==> config.mk <==
export PLATFORM = sky130hd
export DESIGN_NAME = ringtone_text_note_parser
export DESIGN_NICKNAME = d
export VERILOG_FILES = /design/src/design/rtnp_pkg.sv /design/src/design/rtnp_front.sv /design/src/design/rtnp_queue.sv /design/src/design/rtnp_back.sv /design/src/design/ringtone_text_note_parser.sv
export VERILOG_INCLUDE_DIRS = /design/src /design/src/design
export SDC_FILE = /design/constraint.sdc
export NUM_CORES = 1
export LEC_CHECK = 0
export BUFFER_PORTS_ARGS = -buffer_cell sky130_fd_sc_hd__buf_4
export CORE_MARGIN = 10
export CORE_UTILIZATION = 67
export DETAILED_ROUTE_END_ITERATION = 8
export PLACE_DENSITY_LB_ADDON = 0.08
export SLEW_MARGIN = 20
export SYNTH_ARGS = -nofsm -noshare
export SYNTH_HDL_FRONTEND = slang
export SYNTH_HIERARCHICAL = 1
export SYNTH_SLANG_ARGS = --single-unit
==> constraint.sdc <==
create_clock -name clk_i -period 9.53 [get_ports clk_i]
set_clock_uncertainty 0.1 [all_clocks]
set_input_delay 0 -clock clk_i [delete_from_list [all_inputs] [get_ports clk_i]]
set_output_delay 0 -clock clk_i [all_outputs]
set_load 0.1 [all_outputs]
==> src/design/ringtone_text_note_parser_defines.svh <==
// Assertion macros for the ring-tone text note parser
`ifndef RINGTONE_TEXT_NOTE_PARSER_DEFINES_SVH
`define RINGTONE_TEXT_NOTE_PARSER_DEFINES_SVH

// check that a condition implies a consequence on the same edge
`define RTNP_ASSERT_IMP(label, clk, rst_n, cond, cons) \
  label: assert property (@(posedge clk) disable iff (!rst_n) (cond) |-> (cons)) \
    else $error("assertion failed");

// check that a condition implies a consequence on the next edge
`define RTNP_ASSERT_NEXT(label, clk, rst_n, cond, cons) \
  label: assert property (@(posedge clk) disable iff (!rst_n) (cond) |=> (cons)) \
    else $error("assertion failed");

`endif

==> src/design/rtnp_pkg.sv <==
// Package: types, constants and tables of the ring-tone text note parser
`timescale 1ns / 1ps
package rtnp_pkg;

  localparam int unsigned QueueDepth = 4;
  localparam int unsigned LenMsW = 20;
  localparam int unsigned ToneW = 13;

  localparam logic [2:0] ERR_OK = 3'd0;
  localparam logic [2:0] ERR_NO_COLON = 3'd1;
  localparam logic [2:0] ERR_NO_EQ = 3'd2;
  localparam logic [2:0] ERR_DEF_END = 3'd3;
  localparam logic [2:0] ERR_BLANK_END = 3'd4;

  typedef enum logic [3:0] {
    PH_NAME, PH_DEF_START, PH_DEF_EQ, PH_DEF_VAL, PH_DEF_TAIL,
    PH_NOTE_START, PH_NOTE_DUR, PH_T0, PH_T1, PH_T2, PH_T3, PH_T4, PH_T5, PH_SKIP
  } phase_e;

  typedef enum logic [1:0] {
    KIND_NOTE, KIND_DONE, KIND_ERR
  } kind_e;

  // one command from front to back
  typedef struct packed {
    kind_e       kind;
    logic [2:0]  err;
    logic        last;
    logic [7:0]  letter;
    logic [4:0]  semi;
    logic [3:0]  octave;
    logic [6:0]  len;
    logic [7:0]  bpm;
  } cmd_t;

  typedef enum logic [1:0] {
    BK_IDLE, BK_DIV, BK_OUT
  } back_e;

  function automatic logic [12:0] tone_lut(input logic [3:0] idx);
    logic [12:0] v;
    case (idx)
      4'd0: v = 13'd4186;
      4'd1: v = 13'd4434;
      4'd2: v = 13'd4698;
      4'd3: v = 13'd4978;
      4'd4: v = 13'd5274;
      4'd5: v = 13'd5587;
      4'd6: v = 13'd5919;
      4'd7: v = 13'd6271;
      4'd8: v = 13'd6644;
      4'd9: v = 13'd7040;
      4'd10: v = 13'd7458;
      4'd11: v = 13'd7902;
      default: v = 13'd0;
    endcase
    return v;
  endfunction

endpackage

==> src/design/rtnp_front.sv <==
// Front end: parse text bytes, emit note, done and error commands
`timescale 1ns / 1ps
module rtnp_front (
  input  logic          clk_i,
  input  logic          rst_ni,
  input  logic          push_i,
  output logic          full_o,
  input  logic [7:0]    text_byte_i,
  output logic          cmd_valid_o,
  input  logic          cmd_ready_i,
  output rtnp_pkg::cmd_t cmd_o
);
  import rtnp_pkg::*;

  phase_e     ph_q, ph_d;
  logic [5:0] dlen_q, dlen_d;
  logic [3:0] doct_q, doct_d;
  logic [7:0] bpm_q, bpm_d;
  logic [7:0] acc_q, acc_d;
  logic [7:0] setl_q, setl_d;
  logic [6:0] nlen_q, nlen_d;
  logic [4:0] semi_q, semi_d;
  logic [3:0] noct_q, noct_d;
  logic [7:0] plet_q, plet_d;
  logic       blank_q, blank_d;
  logic [7:0] byte_q;
  logic       busy_q, busy_d;
  logic       fire;
  logic       done_byte;
  logic       emit;
  cmd_t       cmd_d;
  logic       done_pend_q, done_pend_d;
  logic       step_ok;

  logic [7:0] b;
  logic       isdig;
  logic [11:0] accx;
  logic [7:0]  accs;
  logic [7:0]  dv;
  logic [5:0]  lenf;
  logic [4:0]  sbase;
  logic [7:0]  lc;

  assign b = byte_q;
  assign isdig = (b >= 8'h30) && (b <= 8'h39);
  assign accx = {4'd0, acc_q} * 12'd10 + {4'd0, b - 8'h30};
  assign accs = (accx > 12'd255) ? 8'd255 : accx[7:0];
  assign dv = (acc_q == 8'd0) ? 8'd1 : acc_q;
  assign lc = b | 8'h20;

  always_comb begin
    if (dv == 8'd1) lenf = 6'd32;
    else if (dv == 8'd2) lenf = 6'd16;
    else if (dv == 8'd3) lenf = 6'd10;
    else if (dv == 8'd4) lenf = 6'd8;
    else if (dv == 8'd5) lenf = 6'd6;
    else if (dv == 8'd6) lenf = 6'd5;
    else if (dv <= 8'd8) lenf = 6'd4;
    else if (dv <= 8'd10) lenf = 6'd3;
    else if (dv <= 8'd16) lenf = 6'd2;
    else if (dv <= 8'd32) lenf = 6'd1;
    else lenf = 6'd0;
  end

  always_comb begin
    case (lc)
      8'h63: sbase = 5'd0;
      8'h64: sbase = 5'd2;
      8'h65: sbase = 5'd4;
      8'h66: sbase = 5'd5;
      8'h67: sbase = 5'd7;
      8'h61: sbase = 5'd9;
      8'h62, 8'h68: sbase = 5'd11;
      default: sbase = 5'd31;
    endcase
  end

  assign full_o = busy_q || done_pend_q;
  assign fire = push_i && !full_o;

  always_comb begin
    ph_d = ph_q; dlen_d = dlen_q; doct_d = doct_q; bpm_d = bpm_q;
    acc_d = acc_q; setl_d = setl_q; nlen_d = nlen_q; semi_d = semi_q;
    noct_d = noct_q; plet_d = plet_q; blank_d = blank_q;
    busy_d = busy_q; emit = 1'b0; done_byte = 1'b0;
    cmd_d = '0;
    cmd_d.kind = KIND_NOTE;
    cmd_d.last = 1'b1;
    if (fire) busy_d = 1'b1;
    if (busy_q) begin
      busy_d = 1'b0;
      unique case (ph_q)
        PH_NAME: begin
          if (b == 8'd0) begin
            emit = 1'b1; cmd_d.kind = KIND_ERR; cmd_d.err = ERR_NO_COLON;
            cmd_d.last = 1'b0; done_byte = 1'b1;
          end else if (b == 8'h3a) ph_d = PH_DEF_START;
        end
        PH_DEF_START: begin
          if (b == 8'd0) begin
            emit = 1'b1; cmd_d.kind = KIND_ERR; cmd_d.err = ERR_DEF_END;
            cmd_d.last = 1'b0; done_byte = 1'b1;
          end else if (b == 8'h3a) begin
            ph_d = PH_NOTE_START; blank_d = 1'b0;
          end else if (b != 8'h20) begin
            setl_d = b; ph_d = PH_DEF_EQ;
          end
        end
        PH_DEF_EQ: begin
          if (b == 8'h3d) begin
            acc_d = '0; ph_d = PH_DEF_VAL;
          end else begin
            emit = 1'b1; cmd_d.kind = KIND_ERR; cmd_d.err = ERR_NO_EQ;
            if (b == 8'd0) begin
              cmd_d.last = 1'b0; done_byte = 1'b1;
            end else ph_d = PH_SKIP;
          end
        end
        PH_DEF_VAL: begin
          if (isdig) acc_d = accs;
          else begin
            if (setl_q == 8'h64) dlen_d = lenf;
            else if (setl_q == 8'h6f) doct_d = (acc_q > 8'd15) ? 4'd15 : acc_q[3:0];
            else if (setl_q == 8'h62) bpm_d = acc_q;
            ph_d = PH_DEF_TAIL; busy_d = 1'b1;
          end
        end
        PH_DEF_TAIL: begin
          if (b == 8'h2c) ph_d = PH_DEF_START;
          else if (b != 8'h20) begin
            ph_d = PH_DEF_START; busy_d = 1'b1;
          end
        end
        PH_NOTE_START: begin
          if (b == 8'd0) begin
            if (blank_q) begin
              emit = 1'b1; cmd_d.kind = KIND_ERR; cmd_d.err = ERR_BLANK_END;
              cmd_d.last = 1'b0;
            end
            done_byte = 1'b1;
          end else if (b == 8'h20) blank_d = 1'b1;
          else if (isdig) begin
            acc_d = b - 8'h30; ph_d = PH_NOTE_DUR;
          end else begin
            plet_d = b; semi_d = sbase; nlen_d = {1'b0, dlen_q};
            noct_d = doct_q; blank_d = 1'b0; ph_d = PH_T0;
          end
        end
        PH_NOTE_DUR: begin
          if (isdig) acc_d = accs;
          else if (b == 8'd0) done_byte = 1'b1;
          else begin
            plet_d = b; semi_d = sbase; nlen_d = {1'b0, lenf};
            noct_d = doct_q; blank_d = 1'b0; ph_d = PH_T0;
          end
        end
        PH_SKIP: begin
          if (b == 8'd0) done_byte = 1'b1;
        end
        PH_T0, PH_T1, PH_T2, PH_T3, PH_T4, PH_T5: begin
          if (b == 8'h23 && ph_q == PH_T0) begin
            semi_d = semi_q + 5'd1; ph_d = PH_T1;
          end else if (b == 8'h62 && (ph_q == PH_T0 || ph_q == PH_T1)) begin
            semi_d = semi_q - 5'd1; ph_d = PH_T2;
          end else if (b == 8'h2e && (ph_q == PH_T0 || ph_q == PH_T1 || ph_q == PH_T2)) begin
            nlen_d = nlen_q + (nlen_q >> 1); ph_d = PH_T3;
          end else if (isdig && ph_q != PH_T4 && ph_q != PH_T5) begin
            noct_d = b[3:0]; ph_d = PH_T4;
          end else if (b == 8'h2e && (ph_q == PH_T3 || ph_q == PH_T4)) begin
            nlen_d = nlen_q + (nlen_q >> 1); ph_d = PH_T5;
          end else if (b == 8'h20) ph_d = PH_T5;
          else begin
            emit = 1'b1;
            cmd_d.kind = KIND_NOTE;
            cmd_d.letter = plet_q; cmd_d.semi = semi_q; cmd_d.octave = noct_q;
            cmd_d.len = nlen_q; cmd_d.bpm = bpm_q;
            cmd_d.last = (b != 8'd0);
            ph_d = PH_NOTE_START; blank_d = 1'b0;
            if (b != 8'h2c) busy_d = 1'b1;
          end
        end
        default: begin
          ph_d = PH_NAME; busy_d = 1'b1;
        end
      endcase
      if (done_byte) begin
        ph_d = PH_NAME; blank_d = 1'b0;
      end
      // hold the step while the queue is full
      if ((emit || done_byte) && !cmd_ready_i) begin
        ph_d = ph_q; dlen_d = dlen_q; doct_d = doct_q; bpm_d = bpm_q;
        acc_d = acc_q; setl_d = setl_q; nlen_d = nlen_q; semi_d = semi_q;
        noct_d = noct_q; plet_d = plet_q; blank_d = blank_q; busy_d = 1'b1;
      end
    end
  end

  // a done after an error is registered in done_pend and offered until the queue takes it
  always_comb begin
    done_pend_d = done_pend_q;
    cmd_valid_o = 1'b0;
    cmd_o = cmd_d;
    if (done_pend_q) begin
      cmd_valid_o = 1'b1;
      cmd_o = '0;
      cmd_o.kind = KIND_DONE;
      cmd_o.last = 1'b1;
      if (cmd_ready_i) done_pend_d = 1'b0;
    end else if (busy_q && emit) begin
      cmd_valid_o = 1'b1;
      if (cmd_ready_i && done_byte) done_pend_d = 1'b1;
    end else if (busy_q && done_byte) begin
      cmd_valid_o = 1'b1;
      cmd_o = '0;
      cmd_o.kind = KIND_DONE;
      cmd_o.last = 1'b1;
    end
  end

  assign step_ok = !done_pend_q;

  always_ff @(posedge clk_i or negedge rst_ni) begin
    if (!rst_ni) begin
      ph_q <= PH_NAME; dlen_q <= 6'd4; doct_q <= 4'd6; bpm_q <= 8'd63;
      acc_q <= '0; setl_q <= '0; nlen_q <= '0; semi_q <= 5'd31;
      noct_q <= '0; plet_q <= '0; blank_q <= 1'b0; busy_q <= 1'b0;
      done_pend_q <= 1'b0;
    end else begin
      done_pend_q <= done_pend_d;
      if (step_ok) begin
        ph_q <= ph_d; dlen_q <= dlen_d; doct_q <= doct_d; bpm_q <= bpm_d;
        acc_q <= acc_d; setl_q <= setl_d; nlen_q <= nlen_d; semi_q <= semi_d;
        noct_q <= noct_d; plet_q <= plet_d; blank_q <= blank_d; busy_q <= busy_d;
      end
    end
  end

  always_ff @(posedge clk_i) begin
    if (fire) byte_q <= text_byte_i;
  end

endmodule

==> src/design/rtnp_queue.sv <==
// Short command queue between front and back
`timescale 1ns / 1ps
module rtnp_queue #(
  parameter int unsigned Depth = rtnp_pkg::QueueDepth
) (
  input  logic           clk_i,
  input  logic           rst_ni,
  input  logic           wr_valid_i,
  output logic           wr_ready_o,
  input  rtnp_pkg::cmd_t wr_data_i,
  output logic           rd_valid_o,
  input  logic           rd_ready_i,
  output rtnp_pkg::cmd_t rd_data_o
);
  import rtnp_pkg::*;
  localparam int unsigned AW = (Depth > 1) ? $clog2(Depth) : 1;

  cmd_t mem_q [Depth];
  logic [AW-1:0] wp_q, rp_q;
  logic [AW:0]   cnt_q;
  logic wr, rd;

  assign wr_ready_o = (cnt_q != (AW+1)'(Depth));
  assign rd_valid_o = (cnt_q != '0);
  assign rd_data_o = mem_q[rp_q];
  assign wr = wr_valid_i && wr_ready_o;
  assign rd = rd_valid_o && rd_ready_i;

  always_ff @(posedge clk_i or negedge rst_ni) begin
    if (!rst_ni) begin
      wp_q <= '0; rp_q <= '0; cnt_q <= '0;
    end else begin
      if (wr) wp_q <= (wp_q == AW'(Depth-1)) ? '0 : wp_q + 1'b1;
      if (rd) rp_q <= (rp_q == AW'(Depth-1)) ? '0 : rp_q + 1'b1;
      cnt_q <= cnt_q + (AW+1)'(wr) - (AW+1)'(rd);
    end
  end

  always_ff @(posedge clk_i) begin
    if (wr) mem_q[wp_q] <= wr_data_i;
  end

endmodule

==> src/design/rtnp_back.sv <==
// Back end: tone lookup, iterative length divide, result register
`timescale 1ns / 1ps
`include "ringtone_text_note_parser_defines.svh"
module rtnp_back (
  input  logic           clk_i,
  input  logic           rst_ni,
  input  logic           cmd_valid_i,
  output logic           cmd_ready_o,
  input  rtnp_pkg::cmd_t cmd_i,
  output logic           empty_o,
  input  logic           pop_i,
  output logic [7:0]     note_letter_o,
  output logic [12:0]    tone_hz_o,
  output logic [19:0]    length_ms_o,
  output logic           song_done_o,
  output logic [2:0]     error_code_o,
  output logic           last_of_run_o
);
  import rtnp_pkg::*;

  back_e st_q, st_d;
  logic [22:0] num_q;
  logic [12:0] den_q;
  logic [22:0] rem_q;
  logic [4:0]  cnt_q;
  logic [7:0]  let_q;
  logic [12:0] tone_q;
  logic [2:0]  err_q;
  logic        done_q, last_q;
  logic [23:0] trial;
  logic        load, step, take;
  logic [4:0]  q12;
  logic [3:0]  r12;
  logic [3:0]  sh;
  logic [12:0] tone_c;
  logic [7:0]  bpm1;

  always_comb begin
    if (cmd_i.semi[4]) begin
      q12 = {1'b0, cmd_i.octave};
      r12 = 4'(cmd_i.semi + 5'd12);
    end else if (cmd_i.semi >= 5'd12) begin
      q12 = {1'b0, cmd_i.octave} + 5'd2;
      r12 = 4'(cmd_i.semi - 5'd12);
    end else begin
      q12 = {1'b0, cmd_i.octave} + 5'd1;
      r12 = cmd_i.semi[3:0];
    end
    sh = (q12 >= 5'd9) ? 4'd0 : 4'(5'd9 - q12);
    tone_c = (cmd_i.semi == 5'd31) ? 13'd0 : (tone_lut(r12) >> sh);
  end

  assign bpm1 = (cmd_i.bpm == 8'd0) ? 8'd1 : cmd_i.bpm;
  assign trial = {rem_q, num_q[22]} - {11'd0, den_q};

  always_comb begin
    st_d = st_q; load = 1'b0; step = 1'b0; take = 1'b0;
    unique case (st_q)
      BK_IDLE: if (cmd_valid_i) begin
        load = 1'b1;
        st_d = (cmd_i.kind == KIND_NOTE) ? BK_DIV : BK_OUT;
      end
      BK_DIV: begin
        step = 1'b1;
        if (cnt_q == 5'd22) st_d = BK_OUT;
      end
      BK_OUT: if (pop_i) begin
        take = 1'b1; st_d = BK_IDLE;
      end
      default: st_d = BK_IDLE;
    endcase
  end

  assign cmd_ready_o = (st_q == BK_IDLE);
  assign empty_o = (st_q != BK_OUT);
  assign note_letter_o = let_q;
  assign tone_hz_o = tone_q;
  assign length_ms_o = num_q[19:0];
  assign song_done_o = done_q;
  assign error_code_o = err_q;
  assign last_of_run_o = last_q;

  always_ff @(posedge clk_i or negedge rst_ni) begin
    if (!rst_ni) begin
      st_q <= BK_IDLE; cnt_q <= '0;
    end else begin
      st_q <= st_d;
      if (load) cnt_q <= '0;
      else if (step) cnt_q <= cnt_q + 5'd1;
    end
  end

  always_ff @(posedge clk_i) begin
    if (load) begin
      let_q <= cmd_i.letter;
      err_q <= cmd_i.err;
      done_q <= (cmd_i.kind == KIND_DONE);
      last_q <= cmd_i.last;
      rem_q <= '0;
      den_q <= {bpm1, 3'd0};
      if (cmd_i.kind == KIND_NOTE) begin
        tone_q <= tone_c;
        num_q <= 23'(cmd_i.len * 23'd60000);
      end else begin
        tone_q <= '0;
        num_q <= '0;
      end
    end else if (step) begin
      if (!trial[23]) begin
        rem_q <= trial[22:0];
        num_q <= {num_q[21:0], 1'b1};
      end else begin
        rem_q <= {rem_q[21:0], num_q[22]};
        num_q <= {num_q[21:0], 1'b0};
      end
    end
  end

  `RTNP_ASSERT_IMP(a_no_load_busy, clk_i, rst_ni, st_q != BK_IDLE, !load)
  `RTNP_ASSERT_NEXT(a_div_ends, clk_i, rst_ni, st_q == BK_DIV && cnt_q == 5'd22, st_q == BK_OUT)
  `RTNP_ASSERT_IMP(a_done_clean, clk_i, rst_ni, !empty_o && song_done_o, tone_hz_o == 13'd0)

endmodule

==> src/design/ringtone_text_note_parser.sv <==
// Top level: ring-tone text note parser
`timescale 1ns / 1ps
// Channel   Handshake        Payload
// input     push / full      text_byte_i
// result    empty / pop      note_letter_o tone_hz_o length_ms_o song_done_o
//                            error_code_o last_of_run_o
// A byte is held in the front while it is handled; a byte that ends a value, or a definition
// or note without a comma, is handled again in the new phase, and the front holds while a
// done word that follows an error waits. A note word is ready after a 23-step restoring
// divider; other words skip it. The back is ready again in the cycle after a pop.
// Reset clears all control state; defaults persist across songs. The 4-entry queue
// lets the front parse while the back divides; the front stalls while it is full.
module ringtone_text_note_parser #(
  parameter int unsigned QDepth = rtnp_pkg::QueueDepth
) (
  input  logic        clk_i,
  input  logic        rst_ni,
  input  logic        push,
  output logic        full,
  input  logic [7:0]  text_byte_i,
  output logic        empty,
  input  logic        pop,
  output logic [7:0]  note_letter_o,
  output logic [12:0] tone_hz_o,
  output logic [19:0] length_ms_o,
  output logic        song_done_o,
  output logic [2:0]  error_code_o,
  output logic        last_of_run_o
);
  import rtnp_pkg::*;

  cmd_t f_cmd, q_cmd;
  logic f_valid, f_ready, q_valid, q_ready;

  rtnp_front u_front (
    .clk_i, .rst_ni, .push_i(push), .full_o(full), .text_byte_i,
    .cmd_valid_o(f_valid), .cmd_ready_i(f_ready), .cmd_o(f_cmd)
  );

  rtnp_queue #(.Depth(QDepth)) u_queue (
    .clk_i, .rst_ni, .wr_valid_i(f_valid), .wr_ready_o(f_ready), .wr_data_i(f_cmd),
    .rd_valid_o(q_valid), .rd_ready_i(q_ready), .rd_data_o(q_cmd)
  );

  rtnp_back u_back (
    .clk_i, .rst_ni, .cmd_valid_i(q_valid), .cmd_ready_o(q_ready), .cmd_i(q_cmd),
    .empty_o(empty), .pop_i(pop), .note_letter_o, .tone_hz_o, .length_ms_o,
    .song_done_o, .error_code_o, .last_of_run_o
  );

endmodule

==> results of run 1 <==
## logic make-up after synthesis
group,count (synthesis),synth area share
xor+xnor,51,0.0249
simple gates,415,0.126
mux,108,0.0911
buf+inv,176,0.0441
compound gates,314,0.117
fa+ha+maj,127,0.0976
flops,319,0.499
## final cells by class
class | instances | area [µm²]
Clock buffer | 53 | 1060
Clock inverter | 9 | 105
Fill cell | 1695 | 6460
Inverter | 80 | 300
Multi-Input combinational cell | 1015 | 8220
Sequential cell | 319 | 8970
Tap cell | 335 | 419
Timing Repair Buffer | 85 | 678
## metal layers
| metal | share of wire | up-vias |
|---|---|---|
| met5 | 0 | - |
| met4 | 0.018 | 0 |
| met3 | 0.045 | 53 |
| met2 | 0.50 | 323 |
| met1 | 0.44 | 5888 |
| li1 | - | 5666 |
## flip-flops by register name, summed over array words and instances, names as in the netlist, 7 cells and up
name,count
u_front/nlen_q,7
u_front/setl_q,8
u_queue/mem_q,152
u_front/acc_q,8
u_back/tone_hz_o,13
u_front/plet_q,8
u_back/den_q,8
u_front/b,8
u_back/rem_q,23
u_back/note_letter_o,8
u_back/num_q,23
u_front/bpm_q,8
## final timing paths
path / start / to / slack [ns]
max in group asynchronous: rst_ni / u_queue/rp_q[0] / 7.91
worst min-delay path: text_byte_i[4] / u_front/b[4] / 0.10
worst max register to register: u_queue/rp_q[0] / u_back/tone_hz_o[1] / 3.71
worst max-delay path: u_queue/rp_q[0] / u_back/tone_hz_o[1] / 3.71
worst min register to register: u_back/num_q[22] / u_back/rem_q[0] / 0.36
min in group asynchronous: rst_ni / u_front/bpm_q[3] / 0.49
## what timing repair did
action                    CTS  global route
gates resized for setup     0             0
hold endpoints to repair   82             0
setup buffers               0             0
hold buffers               13             0
## metrics by stage
stage / util / instance area, µm² / hold WS (ns) / instances / setup slack [ns]
2_1_floorplan: - / 18000 / -0.396 / 1510 / 4.55
3_3_place_gp: 0.704 / 18400 / -0.234 / 1820 / 3.85
3_5_place_dp: 0.704 / 18400 / -0.233 / 1820 / 3.69
4_1_cts: 0.753 / 19700 / 0.0894 / 1895 / 3.68
5_1_grt: 0.754 / 19700 / 0.114 / 1896 / 3.15
6_report: 0.754 / 19700 / 0.102 / 1896 / 3.71
## synthesized netlist by cell type, types with 19 or more instances
master    number  area [µm²]
a21oi_1       56         280
a21o_1        19         143
dfxtp_1       23         460
xnor2_1       30         263
xor2_1        21         184
o21ai_0       82         410
mux2_2        37         417
nand3_1       34         170
ha_1         105        1310
a31oi_1       20         125
inv_1         79         297
nor2_1        73         274
dfrtp_1       65        1630
mux2i_1       24         240
and2_1        43         269
buf_4         26         195
mux4_2        38         856
nor3_1        26         130
clkbuf_1      49         184
fa_1          22         440
edfxtp_1     217        6520
nand2_1      108         405
nor2b_1       22         138
==> impl_metrics.json, run 1 <==
{
  "status": "complete, no violations",
  "drtIter0Drc": 1094,
  "grt_overflow": 0,
  "maxCapViolCount": 0,
  "antenna_found_initial": 0,
  "drt-total-wl_um": 36700,
  "arrival_ns": 5.97,
  "maxSlewHeadroom": 0.276,
  "fmax_mhz": 172,
  "crit_cells": 15,
  "hp-class": "input port to flip-flop",
  "path_buf_inv": 1,
  "cts-root-buf": "clkbuf_16",
  "io_buffers": 59,
  "cp_cell_sequence": "buf_4, mux4_2, ha_1, a221oi_2, nor3_1, a31oi_1, o21ai_0, ha_1, nand2b_1, o221ai_2, a21boi_0, o21ai_0, nand2_1, o21ai_0, a221o_1",
  "period_minus_slack_ns": 5.82,
  "setup_tns_ns": 0,
  "crit_slowest_cell": "dfrtp_2",
  "reg2regPathDepth": 15,
  "critPathLaunchType": "flip-flop",
  "synth_edf_count": 217,
  "yosysWarnings": 6,
  "io-pin-count": 60,
  "viasPerCell": 6.29,
  "post_synth.cell_area_avg_um2": 11.9,
  "netlist-cell-type-count": 99,
  "final_common_cell": "edfxtp_1",
  "diodes": 0,
  "wl_per_cell_um": 19.3,
  "drtAntennaViolNets": 0,
  "synthFlopType": "edfxtp_1",
  "met3_usage": 0.0334,
  "firstDrtPassIters": 6,
  "synth_cells": 1510,
  "dp_hpwl_um": 25400,
  "ys_ff_latch": 319,
  "cts.sinks": 319,
  "synth_fp_nets": 1649,
  "rsz0062_at_grt": "no",
  "yosysSeqAreaShare": 0.499,
  "met1_usage": 0.289,
  "final_max_slew_viol_count": 0,
  "drive_above_1_share": 0.163,
  "path_max_fanout": 23,
  "dieHeight_um": 184,
  "clk_latency_ns": 0.51,
  "worstPathRequired_ns": 9.68,
  "cts_buffers": 34,
  "cts_tree": "done",
  "vias": 11930,
  "hold_depth": 2,
  "fin_crit_sh": 0.611,
  "grt_usage": 0.221,
  "setup_violations": 0,
  "drc": 0,
  "grt_start_max_net_pins": 67,
  "grt_pass1_vias": 12063,
  "finalHoldViolCount": 0,
  "crit_type": "flip-flop to flip-flop",
  "start_util": 0.686,
  "rows": 59,
  "die_area_um2": 33800,
  "tightest_slew_ns": 1.09,
  "path_clk_slew_ns": 0.06,
  "endpoint_kind": "flip-flop",
  "grt_pass1_wl_um": 61500,
  "gr-max-usage-layer": "met2",
  "cts_max_path_buffers": 3,
  "area_delta_synth_final_pct": 9.92,
  "layout_common_cells": "edfxtp_1, nand2_1, ha_1",
  "worst_path_most_repeated_cell": "o21ai_0",
  "grt_util_met2": 0.377,
  "cp_top_family": "compound AO/OA/AOI/OAI gates",
  "fin_nets": 1674,
  "async_flop_share": 0.248,
  "die_w_um": 184,
  "slowest_delay_ns": 0.84,
  "synth_area_um2": 18000,
  "gp_congestion": 0.963,
  "fp.coreArea_um2": 26200,
  "htreeDepth": 2
}
Power of run 1 is not shown: default switching activity piles up to over one toggle a cycle in this logic, so the estimate is an artifact.
==> inputs of run 2 (changes only) <==
--- a/config.mk
+++ b/config.mk
@@ -8,7 +8,7 @@
 export LEC_CHECK = 0
 export BUFFER_PORTS_ARGS = -buffer_cell sky130_fd_sc_hd__buf_4
 export CORE_MARGIN = 10
-export CORE_UTILIZATION = 67
+export CORE_UTILIZATION = 57
 export DETAILED_ROUTE_END_ITERATION = 8
 export PLACE_DENSITY_LB_ADDON = 0.08
 export SLEW_MARGIN = 20
==> constraint.sdc (replaced) <==
create_clock -name clk_i -period 5 [get_ports clk_i]
set_clock_uncertainty 0.1 [all_clocks]
set_input_delay 0 -clock clk_i [delete_from_list [all_inputs] [get_ports clk_i]]
set_output_delay 0 -clock clk_i [all_outputs]
set_load 0.1 [all_outputs]
==> impl_metrics.json, run 2 (same netlist as run 1, synthesis figures left out) <==
{
  "status": "complete, no violations",
  "crit_type": "flip-flop to flip-flop",
  "firstDrtPassIters": 5,
  "path_buf_inv": 3,
  "dp.cells": 1910,
  "area_delta_synth_final_pct": 12.1,
  "cp_cell_sequence": "buf_4, mux4_2, fa_1, fa_1, inv_1, fa_1, inv_1, ha_1, ha_2, nand2_1, nor2_1, a221oi_1, or3_1, o21ai_2, xnor2_1, o31ai_1",
  "cts.sinks": 319,
  "start_util": 0.583,
  "slowest_delay_ns": 0.54,
  "layout_common_cells": "edfxtp_1, nand2_1, ha_1",
  "antenna_found_initial": 0,
  "vias": 11885,
  "path_clk_slew_ns": 0.06,
  "die_w_um": 198,
  "stdcell_count": 1993,
  "setup_violations": 0,
  "io_buffers": 59,
  "gp_congestion": 0.942,
  "cp_top_family": "adder cells",
  "dp_hpwl_um": 26900,
  "final_common_cell": "edfxtp_1",
  "diodes": 0,
  "grt_pass1_wl_um": 62100,
  "grt_overflow": 0,
  "cts-root-buf": "clkbuf_16",
  "io-pin-count": 60,
  "fp.coreArea_um2": 30800,
  "crit_slowest_cell": "mux4_2",
  "finalHoldViolCount": 0,
  "reg_top3": "u_queue/mem_q (152), u_back/num_q (23), u_back/rem_q (23)",
  "cts_buffers": 35,
  "wl_per_cell_um": 19.1,
  "worstPathRequired_ns": 5.15,
  "cts_tree": "done",
  "hp-class": "input port to flip-flop",
  "cts_max_path_buffers": 3,
  "dieHeight_um": 198,
  "die_area_um2": 39000,
  "htreeDepth": 2,
  "fin_crit_sh": 0.962,
  "final_max_slew_viol_count": 0,
  "arrival_ns": 4.96,
  "maxCapViolCount": 0,
  "grt_start_max_net_pins": 50,
  "viasPerCell": 5.96,
  "largest_reg_flops": 152,
  "fin_ws_ns": 0.188,
  "maxSlewHeadroom": 0.365,
  "largest_register": "u_queue/mem_q",
  "tightest_slew_ns": 0.951,
  "path_max_fanout": 5,
  "grt_pass1_vias": 11858,
  "drive_above_1_share": 0.185,
  "drc": 0,
  "period_minus_slack_ns": 4.81,
  "setup_tns_ns": 0,
  "rows": 64,
  "critPathLaunchType": "flip-flop",
  "drtAntennaViolNets": 0,
  "fin_nets": 1709,
  "grt_usage": 0.194,
  "drt-total-wl_um": 38100,
  "rsz0062_at_grt": "no",
  "fmax_mhz": 208,
  "pre_cts_slack_ns": 0.0786,
  "drtIter0Drc": 865,
  "worst_path_most_repeated_cell": "fa_1",
  "clk_latency_ns": 0.53,
  "endpoint_kind": "flip-flop"
}
==> run 2: changes by cell type in the layout (fill, tap and decap cells not counted), moves of 2 or more <==
cell / change
clkinv_2: +2
clkbuf_16: -2
o21ai_0: -2
buf_12: +4
buf_4: +29
bufinv_16: +2
inv_6: +4
clkbuf_8: -3
==> run 2: routing by layer <==
metal  global-route usage  routed length (µm)
met1                0.257               17000
met2                0.329               18700
met4               0.0495                 727
met3               0.0302                1700
met5                    0                   0
==> run 2: worst reg2reg max path: stages, from the launching register on <==
cell and delay [ns]:
dfrtp_2 0.36, buf_4 0.16, mux4_2 0.54, fa_1 0.50
fa_1 0.49, inv_1 0.06, fa_1 0.53, inv_1 0.04
ha_1 0.29, ha_2 0.38, nand2_1 0.06, nor2_1 0.16
a221oi_1 0.11, or3_1 0.41, o21ai_2 0.16, xnor2_1 0.13
o31ai_1 0.07
==> run 2: layout make-up <==
type	count	area, µm²
fill	2294	10700
sequential	319	8970
multi-input combinational	1015	8230
timing repair buffer	119	992
clock buffer	47	941
tap	396	495
inverter	80	300
clock inverter	17	211
==> run 2: repair_timing <==
action	4_1_cts	5_1_grt
hold endpoints to repair	77	0
buffers inserted	0	5
gates resized for setup	0	10
hold buffers	13	0
endpoints found under the setup margin	0	13
==> run 2: path summary, 6_finish.rpt <==
kind / from / end / slack, ns / cells after the start
worst max-delay path: u_queue/rp_q[0] / u_back/num_q[21] / 0.19 / 16
worst min-delay path: text_byte_i[7] / u_front/b[7] / 0.08 / 2
worst max register to register: u_queue/rp_q[0] / u_back/num_q[21] / 0.19 / 16
worst min register to register: u_back/rem_q[1] / u_back/rem_q[1] / 0.37 / 2
max in group asynchronous: rst_ni / u_queue/rp_q[0] / 3.69 / 4
min in group asynchronous: rst_ni / u_front/doct_q[0] / 0.44 / 4
==> run 2: stage by stage <==
step                      instance area (µm²)  utilization  hold WS (ns)
after floorplan                         18000            -        -0.396
after global placement                  18800        0.608        -0.137
after detailed placement                18800        0.608        -0.136
after CTS                               20000        0.650        0.0702
after global routing                    20100        0.653        0.0958
final                                   20100        0.653        0.0841
Power of run 2 is left out for the same reason.
